<file path="config.mk">
export PLATFORM = sky130hd
export DESIGN_NAME = pese_ctrl
export DESIGN_NICKNAME = d
export VERILOG_FILES = /design/src/sv/pese_pkg.sv /design/src/sv/pese_ctrl.sv
export SDC_FILE = /design/constraint.sdc
export NUM_CORES = 1
export LEC_CHECK = 0
export ABC_AREA = 0
export BUFFER_PORTS_ARGS = -buffer_cell sky130_fd_sc_hd__buf_2
export CORE_UTILIZATION = 23
export DETAILED_ROUTE_END_ITERATION = 16
export SLEW_MARGIN = 15
export SYNTH_ARGS = -nofsm -noshare
export SYNTH_HDL_FRONTEND = slang
export SYNTH_SLANG_ARGS = --single-unit
</file>
<file path="constraint.sdc">
create_clock -name clock -period 1.4 [get_ports clock]
set_clock_uncertainty 0.05 [all_clocks]
set_input_delay 0.14 -clock clock [delete_from_list [all_inputs] [get_ports clock]]
set_output_delay 0.14 -clock clock [all_outputs]
set_load 0.03 [all_outputs]
</file>
<file path="src/sv/pese_pkg.sv">
// Shared constants and controller/datapath interface types for the prefix expression evaluator.
`timescale 1ns / 1ps

package pese_pkg;

   localparam int VAL_W  = 48;
   localparam int HALF_W = VAL_W / 2;
   localparam int PROD_W = 2 * VAL_W;
   localparam int OP_W   = 3;
   localparam int ST_W   = 3;

   localparam logic [VAL_W-1:0] VAL_MIN = {1'b1, {(VAL_W - 1){1'b0}}};
   localparam logic [VAL_W-1:0] VAL_MAX = {1'b0, {(VAL_W - 1){1'b1}}};

   localparam logic [OP_W-1:0] OP_PUSH = 3'd0;
   localparam logic [OP_W-1:0] OP_ADD  = 3'd1;
   localparam logic [OP_W-1:0] OP_SUB  = 3'd2;
   localparam logic [OP_W-1:0] OP_MUL  = 3'd3;
   localparam logic [OP_W-1:0] OP_DIV  = 3'd4;
   localparam logic [OP_W-1:0] OP_END  = 3'd5;

   localparam logic [ST_W-1:0] ST_OK        = 3'd0;
   localparam logic [ST_W-1:0] ST_UNDERFLOW = 3'd1;
   localparam logic [ST_W-1:0] ST_DIVZERO   = 3'd2;
   localparam logic [ST_W-1:0] ST_COUNT     = 3'd3;
   localparam logic [ST_W-1:0] ST_OVERFLOW  = 3'd4;

   // Commands from the controller to the datapath.
   typedef struct packed {
      logic            load;
      logic            push;
      logic            set_err;
      logic [ST_W-1:0] err_code;
      logic            rd;
      logic            addsub;
      logic            sub;
      logic            mul_start;
      logic            div_start;
      logic            wb;
      logic            finish;
   } cmd_type;

   // Status from the datapath to the controller.
   typedef struct packed {
      logic count_full;
      logic count_lt2;
      logic err_set;
      logic b_zero;
      logic unit_done;
   } status_type;

endpackage

</file>
<file path="src/sv/pese_ctrl.sv">
// Controller state machine that sequences each item through the evaluator datapath.
`timescale 1ns / 1ps

module pese_ctrl import pese_pkg::*; (
   input  logic            clock,
   input  logic            reset,
   input  logic            req_valid,
   output logic            req_ready,
   input  logic [OP_W-1:0] req_op,
   output logic            rsp_valid,
   input  logic            rsp_ready,
   output cmd_type         cmd,
   input  status_type      stat
);

   typedef enum logic [2:0] {
      S_IDLE,
      S_DISPATCH,
      S_READ,
      S_MUL,
      S_DIV,
      S_WB,
      S_EMIT
   } state_type;

   state_type       state_ff, state_in;
   logic [OP_W-1:0] op_ff;
   logic            rsp_valid_ff;

   assign req_ready = (state_ff == S_IDLE);
   assign rsp_valid = rsp_valid_ff;

   always_comb begin
      cmd      = '0;
      state_in = state_ff;
      unique case (state_ff)
         S_IDLE: begin
            if (req_valid) begin
               cmd.load = 1'b1;
               state_in = S_DISPATCH;
            end
         end
         S_DISPATCH: begin
            state_in = S_IDLE;
            unique case (op_ff) inside
               OP_END: begin
                  cmd.rd   = 1'b1;
                  state_in = S_EMIT;
               end
               OP_PUSH: begin
                  if (!stat.err_set) begin
                     if (stat.count_full) begin
                        cmd.set_err  = 1'b1;
                        cmd.err_code = ST_OVERFLOW;
                     end else begin
                        cmd.push = 1'b1;
                     end
                  end
               end
               OP_ADD, OP_SUB, OP_MUL, OP_DIV: begin
                  if (!stat.err_set) begin
                     if (stat.count_lt2) begin
                        cmd.set_err  = 1'b1;
                        cmd.err_code = ST_UNDERFLOW;
                     end else begin
                        cmd.rd   = 1'b1;
                        state_in = S_READ;
                     end
                  end
               end
               default: state_in = S_IDLE;
            endcase
         end
         S_READ: begin
            unique case (op_ff)
               OP_MUL: begin
                  cmd.mul_start = 1'b1;
                  state_in      = S_MUL;
               end
               OP_DIV: begin
                  if (stat.b_zero) begin
                     cmd.set_err  = 1'b1;
                     cmd.err_code = ST_DIVZERO;
                     state_in     = S_IDLE;
                  end else begin
                     cmd.div_start = 1'b1;
                     state_in      = S_DIV;
                  end
               end
               default: begin
                  cmd.addsub = 1'b1;
                  cmd.sub    = (op_ff == OP_SUB);
                  state_in   = S_WB;
               end
            endcase
         end
         S_MUL: begin
            if (stat.unit_done) begin
               state_in = S_WB;
            end
         end
         S_DIV: begin
            if (stat.unit_done) begin
               state_in = S_WB;
            end
         end
         S_WB: begin
            cmd.wb   = 1'b1;
            state_in = S_IDLE;
         end
         S_EMIT: begin
            if (!rsp_valid_ff || rsp_ready) begin
               cmd.finish = 1'b1;
               state_in   = S_IDLE;
            end
         end
         default: state_in = S_IDLE;
      endcase
   end

   always_ff @(posedge clock) begin
      if (reset) begin
         state_ff     <= S_IDLE;
         rsp_valid_ff <= 1'b0;
      end else begin
         state_ff <= state_in;
         if (cmd.finish) begin
            rsp_valid_ff <= 1'b1;
         end else if (rsp_ready) begin
            rsp_valid_ff <= 1'b0;
         end
         if (cmd.load) begin
            op_ff <= req_op;
         end
      end
   end

`ifndef SYNTHESIS
   ap_wb_source: assert property (@(posedge clock) disable iff (reset)
      (state_ff == S_WB) |->
         ($past(state_ff) == S_READ || $past(state_ff) == S_MUL || $past(state_ff) == S_DIV))
      else $error("write-back entered from an unexpected state");

   ap_rsp_from_emit: assert property (@(posedge clock) disable iff (reset)
      $rose(rsp_valid_ff) |-> ($past(state_ff) == S_EMIT && op_ff == OP_END))
      else $error("result raised outside of an end item");

   ap_rsp_hold: assert property (@(posedge clock) disable iff (reset)
      (rsp_valid_ff && !rsp_ready) |=> rsp_valid_ff)
      else $error("result dropped before it was taken");
`endif

endmodule

</file>
-- After elaboration in Yosys (flattened, before gate mapping)
Index checks and enable logic that the tools add are counted.
- $add $sub $neg: 0
- multiply operators: 0
- divide/modulo/power cells: 0
- magnitude comparators: 0
- equal/unequal tests: 14
- shifts and indexed selects: 0
- mux-type cells: 35
- bitwise logic cells: 1
- reductions and logical operators: 10
- operators by type and width (cell ; count):
    4-bit 2-to-1 mux ; 5
    4-bit case mux with 2 select lines ; 2
    3-bit == test, second input constant ; 5
    1-bit 2-to-1 mux ; 15
    3-bit case mux with 5 select lines ; 1
    3-bit by 2-bit == test with 1-bit output, second input constant ; 4
    3-bit 2-to-1 mux ; 4
    3-bit case mux with 2 select lines ; 2
    5-bit 2-to-1 mux ; 2
    3-bit by 1-bit == test with 1-bit output, second input constant ; 2
    3-bit zero test ; 2
    2-bit 2-to-1 mux ; 3
    2-bit != test, second input constant ; 2
    2-bit OR reduction ; 2
    4-bit OR reduction ; 1
    3-bit AND reduction ; 1
    2-bit by 1-bit != test with 1-bit output, second input constant ; 1
    1-bit case mux with 2 select lines ; 1
    2-bit AND reduction ; 1
    2-bit nonzero test ; 1
    1-bit zero test ; 1
    1-bit logical OR ; 1
    1-bit NOT ; 1
- register bits: 7
- latch bits: 0
- RAM bits: 0
- ROM bits: 0
- bits of input ports: 12
- output and inout bits: 15
- memories: 0

-- Logic depth before layout (Yosys ltp)
Gate-level depths: netlist of run 1.
- depth after elaboration: 5
- depth in mapped cells: 5
- gate-level depth less buffers: 4

-- Worst setup path before layout of run 1
OpenSTA, ideal clock, no wires.
- path kind: reg2reg
- from: register state_ff[0]
- to: register op_ff[0], enable pin
- library setup time: 305 ps
- data arrival time: 1517 ps
- required time: 1045 ps
- setup slack: -472 ps
- stages on the path, launching flop included: 4
- path buffers: 1
- clock period less this slack: 1872 ps
- cell sequence: dfxtp_1 > buf_4 > nor3_1 > and3_1
- word-level cells in the longest chain between the ends: 3
- RTL lines (item ; line ; source):
    from (decl) ; pese_ctrl.sv:26 ; state_type state_ff, state_in;
    from (signal assigned) ; pese_ctrl.sv:126 ; state_ff <= state_in;
    3-bit zero test ; -- ;
    via req_ready ; pese_ctrl.sv:8 ; output logic req_ready,
    1-bit 2-to-1 mux ; pese_ctrl.sv:36 ; unique case (state_ff)
    2-bit AND reduction (no source line) ; -- ;
    to (signal assigned) ; pese_ctrl.sv:133 ; op_ff <= req_op;
    to (decl) ; pese_ctrl.sv:27 ; logic [OP_W-1:0] op_ff;
The timed path passes the listed nets, and every way through them passes these cells.
A chain may end at the register's enable or synchronous reset.

==> results of run 1 <==
-- worst register-to-register path, cell delays in order (launching register included) --
cell and delay (ps):
sky130_fd_sc_hd__dfxtp_4 360, sky130_fd_sc_hd__buf_6 120, sky130_fd_sc_hd__or3b_4 400, sky130_fd_sc_hd__buf_4 150
sky130_fd_sc_hd__a221oi_4 200, sky130_fd_sc_hd__o311a_1 190, sky130_fd_sc_hd__a21o_1 100
-- sequential cells by signal (all words and copies together), names as in the netlist --
signal	count
rsp_valid	1
state_ff	3
op_ff	3
-- kinds of logic (layout without fill, tap and decap cells) --
logic type | after synthesis | in the layout | share of synthesized area
AND/OR/NAND/NOR | 40 | 40 | 0.400
buffers and inverters | 8 | 62 | 0.0860
flip-flops | 7 | 7 | 0.272
AO/OA/AOI/OAI | 17 | 17 | 0.210
multiplexers | 2 | 2 | 0.0320
-- final cells by class --
type	count	area share
sequential	7	0.138
multi-input combinational	59	0.455
inverter	3	0.0105
clock buffer	4	0.0201
timing repair buffer	55	0.348
tap	30	0.0287
-- timing repair --
item / 4_1_cts / 5_1_grt
gates resized for setup: 51 / 20
hold buffers: 0 / 0
endpoints found under the setup margin: 15 / 17
buffers inserted: 10 / 3
cloned: 1 / 0
pin swaps: 8 / 6
-- cells in the mapped netlist, drive strengths merged (2+ instances only) --
library cell / n
a211oi: 4
a21o: 2
a21oi: 4
and3: 6
buf: 5
dfxtp: 4
edfxtp: 3
inv: 3
mux2i: 2
nand2: 6
nor2: 8
nor2b: 2
nor3: 3
nor3b: 3
nor4bb: 2
o21ai: 2
-- worst max path at each step --
stage | startpoint | endpoint | slack, ps | depth (start not counted)
5_1_grt | op_ff[0] | cmd[10] | -360 | 5
3_3_place_gp | op_ff[1] | state_ff[2] | -90 | 5
6_report | op_ff[0] | cmd[10] | -290 | 5
4_1_cts | op_ff[0] | cmd[10] | -300 | 5
2_1_floorplan | op_ff[0] | cmd[10] | -150 | 5
3_5_place_dp | op_ff[0] | cmd[10] | -130 | 5
-- metrics by stage --
step           setup slack [ps]  instances  setup TNS, ps
3_3_place_gp              -91.5        140           -408
3_5_place_dp               -135        140           -649
4_1_cts                    -297        155          -2390
6_report                   -286        158          -2460
5_1_grt                    -362        158          -3640
2_1_floorplan              -145         74           -556
-- power by group --
| part | switching, mW | internal (mW) |
|---|---|---|
| registers | 0.0100 | 0.220 |
| clock network | 0.0694 | 0.108 |
| logic | 0.125 | 0.130 |
-- per-layer routing --
layer / share of wire / up-vias
met5: 0 / -
met4: 0 / 0
met3: 0.040 / 0
met2: 0.56 / 19
met1: 0.40 / 358
li1: - / 380
==> implementation parameters, run 1 <==
Parameter                              Value

Synth
  Post-synthesis net count    86
  Cell type contributing the most total cell area after synthesis    sky130_fd_sc_hd__edfxtp_1
  Post-synthesis async set-or-reset flop share    0
  Sequential area share after synthesis    0.272
  Post-synthesis cell count    74
  Post-synthesis register bit count    7
  Count of flip-flops with a built-in enable after synthesis    3
  Fraction of post-synthesis cell area in the top cell type by area    0.144
  Synth warnings    0
  Count of cell types in the netlist    37
  Mean instance size in the synthesized netlist    8.45 um^2
  Ranking of synthesized cells by area    sky130_fd_sc_hd__edfxtp_1 (14%), sky130_fd_sc_hd__dfxtp_1 (13%), sky130_fd_sc_hd__nor2_1 (4.8%)
  Top FF cell, synth    sky130_fd_sc_hd__dfxtp_1
  Area of the mapped netlist    626 um^2

Hold path
  Worst min-delay path startpoint    req_op[2]
  Hold path endpoint    op_ff[2]
  Class of the tightest hold or removal check    in -> reg
  Worst hold path stage count    1

Routing
  Drt total wl    2170 um
  Starting DRT DRC Count    2
  Ratio of routed vias to standard cells    4.79
  DRC    0
  Final routed wire length divided by cell count    13.7 um
  Number of antenna-violating nets in the routed design    0
  Count of vias placed by the detailed router    757
  Number of optimization iterations in the first detailed-route pass    4

Clock tree
  Total clock buffers created by CTS    3
  Master cell of the clock root buffer    sky130_fd_sc_hd__clkbuf_4
  Count of H-tree levels built during CTS    1
  Clock tree from TritonCTS    done
  TritonCTS sink count    7
  Clock Latency Late Sink    250 ps
  Clock-pin slew on the worst setup and hold paths    50 ps
  Buffer levels on the longest clock path    2

GRT
  Grt peak-use layer    met2
  Vias in the first global route    781
  GRT met1 Usage    0.181
  Overflow left after global routing    0
  Initial antenna violation count    0
  Fraction of met3 tracks used by global routing    0.0254
  Global-route usage over all layers    0.154
  Met2 demand-to-capacity share in global routing    0.283
  Maximum number of pins on one net before global-route repair    7
  Global-route wire length before repair    3270 um

Setup path
  RR Startpoint    state_ff[0]
  Startpoint type of the worst setup path    register
  Crit Path Class    reg -> out
  Crit. End Element    output pin
  Largest fanout on the critical path    5
  Buffering stage count on the worst path with inverters included    1
  Kind of cell adding the most delay to the critical path    flip-flops
  Reg-to-reg endpoint    state_ff[2]
  Flop2flop setup slack    -230 ps
  Required time at the worst-slack endpoint    about 1200 ps
  Biggest cell delay along the critical path    400 ps
  Depth of the worst register-to-register path    6
  Slowest-stage cell, CP    sky130_fd_sc_hd__edfxtp_1
  Data arrival, critical path    1500 ps
  Critical-path cell list    or2_4 -> mux2i_1 -> o22ai_1 -> a21o_2 -> buf_6

Pwr
  Leakage Power    0.561 nW
  Peak ir drop on the vdd network    0.000567 V
  Total Power Consumption    0.663 mW
  Power per cell area    506 mW/mm^2

Final layout
  Proportion of layout cells with a drive suffix above 1    0.758
  Synthesis-to-finish area growth    109%
  Finished Core Util    0.519
  Post-route standard cell area excluding fillers    0.00131 mm^2
  Layout fillers    227
  Multi-input gate area in the final layout    596 um^2
  # diodes    0
  Final layout net count    141
  Commonest non-fill, non-tap cell in the layout    sky130_fd_sc_hd__buf_4
  Area occupied by registers    181 um^2
  Highest-count cells in the layout ignoring fill and taps    sky130_fd_sc_hd__buf_4 (23), sky130_fd_sc_hd__buf_6 (18), sky130_fd_sc_hd__buf_2 (13)

STA
  Slew @ Worst Pin    around 270 ps
  RSZ-0062 raised after global routing    yes
  Hold WS    ~21 ps
  Tcrit/Tclk final    1.20
  Headroom to the max-slew limit    0.819
  Achievable clock frequency    593 MHz
  Min Clock Period, post-route    1690 ps
  Number of pins exceeding their max-slew limit in the final report    0
  Fin. Hold Viols    0
  Final Worst Setup Slack    -286 ps
  Setup violation total in the final timing report    14

Floorplan
  Y dimension of the die    54.2 um
  Site row count    18
  Full die area    0.00293 mm^2
  Die Width    54.2 um
  Placeable core region    0.00252 mm^2
  Boundary pin count    27
  Effective utilization at floorplan    0.248

Status
  Result of the run    finished, violations left
  Violations in the final reports    negative setup slack

Place
  Detail Placement HPWL    1340 um
  Placed cell area    921 um^2
  Buffers on Ports    26
  Placer Congestion    0.729

Run
  Reported max-cap violation count    0
No activity file was read; power rests on OpenSTA's default activity.
==> inputs of run 2 (changes only) <==
--- a/config.mk
+++ b/config.mk
@@ -9,6 +9,7 @@
 export BUFFER_PORTS_ARGS = -buffer_cell sky130_fd_sc_hd__buf_2
 export CORE_UTILIZATION = 23
 export DETAILED_ROUTE_END_ITERATION = 16
+export REMOVE_ABC_BUFFERS = 1
 export SLEW_MARGIN = 15
 export SYNTH_ARGS = -nofsm -noshare
 export SYNTH_HDL_FRONTEND = slang
==> run 2 against run 1 <==
Effect of this change: the flow still finishes with violations (negative setup slack); combinational power is 14% lower; critical path depth stayed put; setup slack worse by 35 ps; global-route usage is 1.2 points lower; via count is 0.66% lower; sequential share of layout area is 1.1 points higher; critical endpoint unchanged; largest cell class unchanged.
==> implementation parameters, run 2 (synthesized netlist as in run 1, its figures left out) <==
Parameter                              Value

Hold path
  Class of the tightest hold or removal check    in -> reg
  Worst hold path stage count    1
  Hold path endpoint    op_ff[2]
  Worst min-delay path startpoint    req_op[2]

Setup path
  Reg-to-reg endpoint    state_ff[2]
  Critical-path cell list    or2_4 -> mux2i_1 -> o22ai_1 -> a21o_1 -> buf_6
  Crit Path Class    reg -> out
  Biggest cell delay along the critical path    400 ps
  Data arrival, critical path    roughly 1500 ps
  Buffering stage count on the worst path with inverters included    1
  Depth of the worst register-to-register path    6
  RR Startpoint    op_ff[1]
  Required time at the worst-slack endpoint    1210 ps
  Crit. End Element    output pin
  Largest fanout on the critical path    5
  Startpoint type of the worst setup path    register
  Flop2flop setup slack    -290 ps
  Kind of cell adding the most delay to the critical path    flip-flops
  Count of cell instances traversed by the critical path    5
  Slowest-stage cell, CP    sky130_fd_sc_hd__edfxtp_1

Pwr
  Switching fraction of total power    0.305
  Sw power    0.191 mW
  Share of power burned in the clock network    0.281
  Internal portion of total power    0.436 mW
  Share of power burned in combinational logic    0.351
  Total Power Consumption    0.627 mW
  Leakage Power    0.534 nW
  Sequential cell fraction of total power    0.368
  Peak ir drop on the vdd network    0.000337 V
  Power per cell area    approximately 520 mW/mm^2

Clock tree
  Buffer levels on the longest clock path    2
  Total clock buffers created by CTS    3
  Clock Latency Late Sink    250 ps
  Count of H-tree levels built during CTS    1
  TritonCTS sink count    7
  Hold bufs inserted after CTS    0
  Clock-pin slew on the worst setup and hold paths    50 ps
  Clock tree from TritonCTS    done
  Master cell of the clock root buffer    sky130_fd_sc_hd__clkbuf_4

GRT
  Global-route usage over all layers    0.143
  Vias in the first global route    694
  Global-route wire length before repair    3000 um
  Maximum number of pins on one net before global-route repair    10
  Initial antenna violation count    0
  Overflow left after global routing    0

Floorplan
  Boundary pin count    27
  Placeable core region    0.00252 mm^2
  Y dimension of the die    54.2 um
  Site row count    18
  Effective utilization at floorplan    0.248
  Full die area    0.00293 mm^2
  Die Width    54.2 um

Final layout
  Highest-count cells in the layout ignoring fill and taps    sky130_fd_sc_hd__buf_4 (21), sky130_fd_sc_hd__buf_6 (15), sky130_fd_sc_hd__buf_2 (13)
  # diodes    0
  Synthesis-to-finish area growth    91.0%
  Proportion of layout cells with a drive suffix above 1    0.691
  Layout fillers    253
  Final layout net count    136
  Post-route standard cell area excluding fillers    0.00119 mm^2
  Final standard cell count with taps included and fillers excluded    153
  Commonest non-fill, non-tap cell in the layout    sky130_fd_sc_hd__buf_4

STA
  Fin. Hold Viols    0
  Min Clock Period, post-route    1720 ps
  Final Worst Setup Slack    -320 ps
  Slew @ Worst Pin    334 ps
  Achievable clock frequency    ~580 MHz
  Setup violation total in the final timing report    15
  RSZ-0062 raised after global routing    yes
  Hold WS    20.1 ps
  Number of pins exceeding their max-slew limit in the final report    0
  Headroom to the max-slew limit    0.774
  Tcrit/Tclk final    1.23

Routing
  Number of antenna-violating nets in the routed design    0
  Number of optimization iterations in the first detailed-route pass    4
  DRC    0
  Final routed wire length divided by cell count    12.8 um
  Ratio of routed vias to standard cells    4.92
  Starting DRT DRC Count    10
  Drt total wl    1960 um
  Count of vias placed by the detailed router    752

Status
  Result of the run    finished, violations left
  Violations in the final reports    negative setup slack

Place
  Cell count after placement    around 140
  Buffers on Ports    26
  Placer Congestion    0.847
  Detail Placement HPWL    approximately 1200 um
  Worst slack, placed    -159 ps
  Placed cell area    856 um^2

Run
  Reported max-cap violation count    0
-- run 2: cell count changes in the layout (fill, tap and decap cells not counted), sizes merged --
| cell | previous run | this run |
|---|---|---|
| buf | 55 | 50 |
| clkinv | 0 | 1 |
| clkbuf | 4 | 3 |
-- run 2: how the worst max path moves through the flow --
stage                startpoint        to  slack (ps)
global placement    state_ff[2]    cmd[6]        -140
CTS                    op_ff[1]   cmd[10]        -270
floorplan           state_ff[1]  op_ff[0]        -430
detailed placement     op_ff[0]   cmd[10]        -160
finish                 op_ff[1]   cmd[10]        -320
global route           op_ff[1]   cmd[10]        -380
-- run 2: worst reg2reg max path, delay by kind of cell, from the launching register on --
kind	cells	cell delay, ps
compound gates	3	610
buf+inv	2	320
flops	1	400
simple gates	1	210
-- run 2: layer usage --
layer  up-vias  part of all wire  global-route usage
li1        372                 -                   -
met1       362              0.42               0.173
met2        14              0.53               0.250
met3         4             0.031              0.0198
met4         0             0.013              0.0556
met5         -                 0                   0
-- run 2: repair_timing --
action | CTS | global route
gates resized for setup | 44 | 24
pin swaps | 9 | 7
endpoints found under the hold margin | 0 | 0
endpoints found under the setup margin | 17 | 16
buffers inserted | 10 | 3
-- run 2: power groups by stage --
| stage | registers, mW | logic [mW] | clock network [mW] |
|---|---|---|---|
| 3_5_place_dp | 0.236 | 0.151 | 0 |
| 4_1_cts | 0.229 | 0.191 | 0.181 |
| 6_report | 0.231 | 0.220 | 0.176 |
| 3_3_place_gp | 0.236 | 0.149 | 0 |
| 5_1_grt | 0.231 | 0.235 | 0.190 |
| 2_1_floorplan | 0.242 | 0.0768 | 0 |
-- run 2: per-stage QoR --
step                      TNS (ps)   util
final                        -2840  0.474
after global routing         -3680  0.474
after CTS                    -2260  0.433
after detailed placement      -733  0.339
after global placement        -721  0.339
after floorplan              -3490      -
-- run 2: final cells by class --
| type | count | area [um^2] | area share |
|---|---|---|---|
| clock buffers | 3 | 22.5 | 0.0188 |
| clock inverters | 1 | 5.00 | 0.00419 |
| inverters | 3 | 16.3 | 0.0136 |
| multi-input cells | 59 | 528 | 0.442 |
| flip-flops and latches | 7 | 179 | 0.150 |
| well taps | 30 | 37.5 | 0.0314 |
| repair buffers | 50 | 407 | 0.340 |
==> inputs of run 3 (changes only) <==
--- a/config.mk
+++ b/config.mk
@@ -7,7 +7,8 @@
 export LEC_CHECK = 0
 export ABC_AREA = 0
 export BUFFER_PORTS_ARGS = -buffer_cell sky130_fd_sc_hd__buf_2
-export CORE_UTILIZATION = 23
+export CORE_UTILIZATION = 25
+export CTS_CLUSTER_SIZE = 30
 export DETAILED_ROUTE_END_ITERATION = 16
 export REMOVE_ABC_BUFFERS = 1
 export SLEW_MARGIN = 15
==> run 3 against run 2 <==
Effect of this change: the flow still finishes with violations (negative setup slack); critical path depth is the same; total power grew 5.7%; non-clock buffer count grew 3; global-route usage grew 1.4 points; clock power grew 5%; flip-flop and latch count is the same; cell area grew 1.5%; sequential power is essentially flat; sequential share of layout area is essentially flat; fmax is essentially flat; critical path type unchanged; largest cell class unchanged; highest routed layer unchanged.
==> implementation parameters, run 3 (synthesized netlist as in run 1, its figures left out) <==
Parameter                              Value

Status
  Result of the run    finished, violations left
  Violations in the final reports    negative setup slack

Setup path
  Buffering stage count on the worst path with inverters included    1
  Launch point of the critical path    op_ff[1]
  Flop2flop setup slack    -250 ps
  Largest fanout on the critical path    4
  RR Startpoint    op_ff[1]
  Crit Path Class    reg -> out
  Kind of cell adding the most delay to the critical path    flip-flops
  Data arrival, critical path    1530 ps
  Startpoint type of the worst setup path    register
  Count of cell instances traversed by the critical path    5
  Reg-to-reg endpoint    state_ff[2]
  Slowest-stage cell, CP    sky130_fd_sc_hd__edfxtp_1
  Critical-path cell list    or2_4 -> mux2i_1 -> o22ai_1 -> a21o_1 -> buf_6
  Required time at the worst-slack endpoint    1210 ps
  Depth of the worst register-to-register path    6
  Crit. End Element    output pin
  Biggest cell delay along the critical path    440 ps

STA
  Setup violation total in the final timing report    16
  Headroom to the max-slew limit    0.693
  Post-Route Setup TNS    -3170 ps
  Achievable clock frequency    582 MHz
  Tcrit/Tclk final    1.23
  Final Worst Setup Slack    -319 ps
  Slew @ Worst Pin    roughly 450 ps
  Fin. Hold Viols    0
  Min Clock Period, post-route    1720 ps
  Number of pins exceeding their max-slew limit in the final report    0
  RSZ-0062 raised after global routing    yes
  Hold WS    16.2 ps

Clock tree
  Clock tree from TritonCTS    done
  Buffer levels on the longest clock path    2
  Hold bufs inserted after CTS    0
  TritonCTS sink count    7
  Total clock buffers created by CTS    3
  Clock Latency Late Sink    250 ps
  Count of H-tree levels built during CTS    1
  Clock-pin slew on the worst setup and hold paths    50 ps
  Master cell of the clock root buffer    sky130_fd_sc_hd__clkbuf_4

Final layout
  Proportion of layout cells with a drive suffix above 1    0.675
  Final layout net count    139
  Final standard cell count with taps included and fillers excluded    around 150
  # diodes    0
  Highest-count cells in the layout ignoring fill and taps    sky130_fd_sc_hd__buf_4 (22), sky130_fd_sc_hd__buf_6 (16), sky130_fd_sc_hd__buf_2 (13)
  Commonest non-fill, non-tap cell in the layout    sky130_fd_sc_hd__buf_4
  Synthesis-to-finish area growth    93.8%

Floorplan
  Effective utilization at floorplan    0.275
  Placeable core region    roughly 0.0023 mm^2
  Full die area    0.00271 mm^2
  Y dimension of the die    between 50 and 60 um
  Die Width    52.0 um
  Site row count    17
  Boundary pin count    27

Hold path
  Class of the tightest hold or removal check    in -> reg
  Hold path endpoint    op_ff[2]
  Worst min-delay path startpoint    req_op[2]
  Worst hold path stage count    1

Routing
  Drt total wl    ~2100 um
  DRC    0
  Number of antenna-violating nets in the routed design    0
  Ratio of routed vias to standard cells    4.94
  Number of optimization iterations in the first detailed-route pass    4
  Starting DRT DRC Count    18
  Final routed wire length divided by cell count    13.6 um
  Count of vias placed by the detailed router    761

Pwr
  Peak ir drop on the vdd network    0.000431 V
  Share of power burned in the clock network    0.279
  Share of power burned in combinational logic    0.369
  Sequential cell fraction of total power    0.352
  Power per cell area    547 mW/mm^2
  Sw power    0.202 mW
  Switching fraction of total power    0.305
  Leakage Power    0.556 nW
  Internal portion of total power    around 0.46 mW

GRT
  Maximum number of pins on one net before global-route repair    9
  Vias in the first global route    690
  Initial antenna violation count    0
  Overflow left after global routing    0
  Global-route wire length before repair    about 3100 um
  Global-route usage over all layers    0.156

Place
  Cell count after placement    approximately 140
  Placer Congestion    between 0.7 and 0.8
  Detail Placement HPWL    1200 um
  Worst slack, placed    -153 ps
  Buffers on Ports    26

Run
  Reported max-cap violation count    0
-- run 3: worst max-delay path by stage --
stage	end
2_1_floorplan	op_ff[0]
3_3_place_gp	cmd[10]
3_5_place_dp	cmd[10]
4_1_cts	cmd[10]
5_1_grt	state_ff[2]
6_report	cmd[10]
-- run 3: power by group through the flow --
stage | sequential (mW) | clock [mW] | combinational, mW
3_5_place_dp | 0.236 | 0 | 0.147
2_1_floorplan | 0.242 | 0 | 0.0768
6_report | 0.233 | 0.185 | 0.245
5_1_grt | 0.234 | 0.206 | 0.259
4_1_cts | 0.231 | 0.190 | 0.197
3_3_place_gp | 0.236 | 0 | 0.146
-- run 3: what timing repair did --
action                                  4_1_cts  5_1_grt
setup buffers                                11        3
endpoints found under the setup margin       17       20
gates resized for setup                      44       24
pin swaps                                    12       12
-- run 3: area by class of cell --
type                            count  area [um^2]
Inverter                            3         18.8
Fill cell                         194         1060
Sequential cell                     7          181
Timing Repair Buffer               53          445
Clock buffer                        4         26.3
Tap cell                           28         35.0
Multi-Input combinational cell     59          505
-- run 3: stage by stage --
stage | area (um^2) | power [mW] | utilization
after floorplan | 583 | 0.319 | -
after global placement | 853 | 0.382 | 0.375
after global routing | 1210 | 0.699 | 0.533
after detailed placement | 853 | 0.383 | 0.375
after CTS | 1100 | 0.617 | 0.484
final | 1210 | 0.663 | 0.533
-- run 3: per-layer routing --
layer	GRT usage	up-vias	routed length [um]
met1	0.196	350	932
met5	0	-	0
met3	0.0175	10	89
met4	0.113	0	91
li1	-	376	-
met2	0.244	25	982
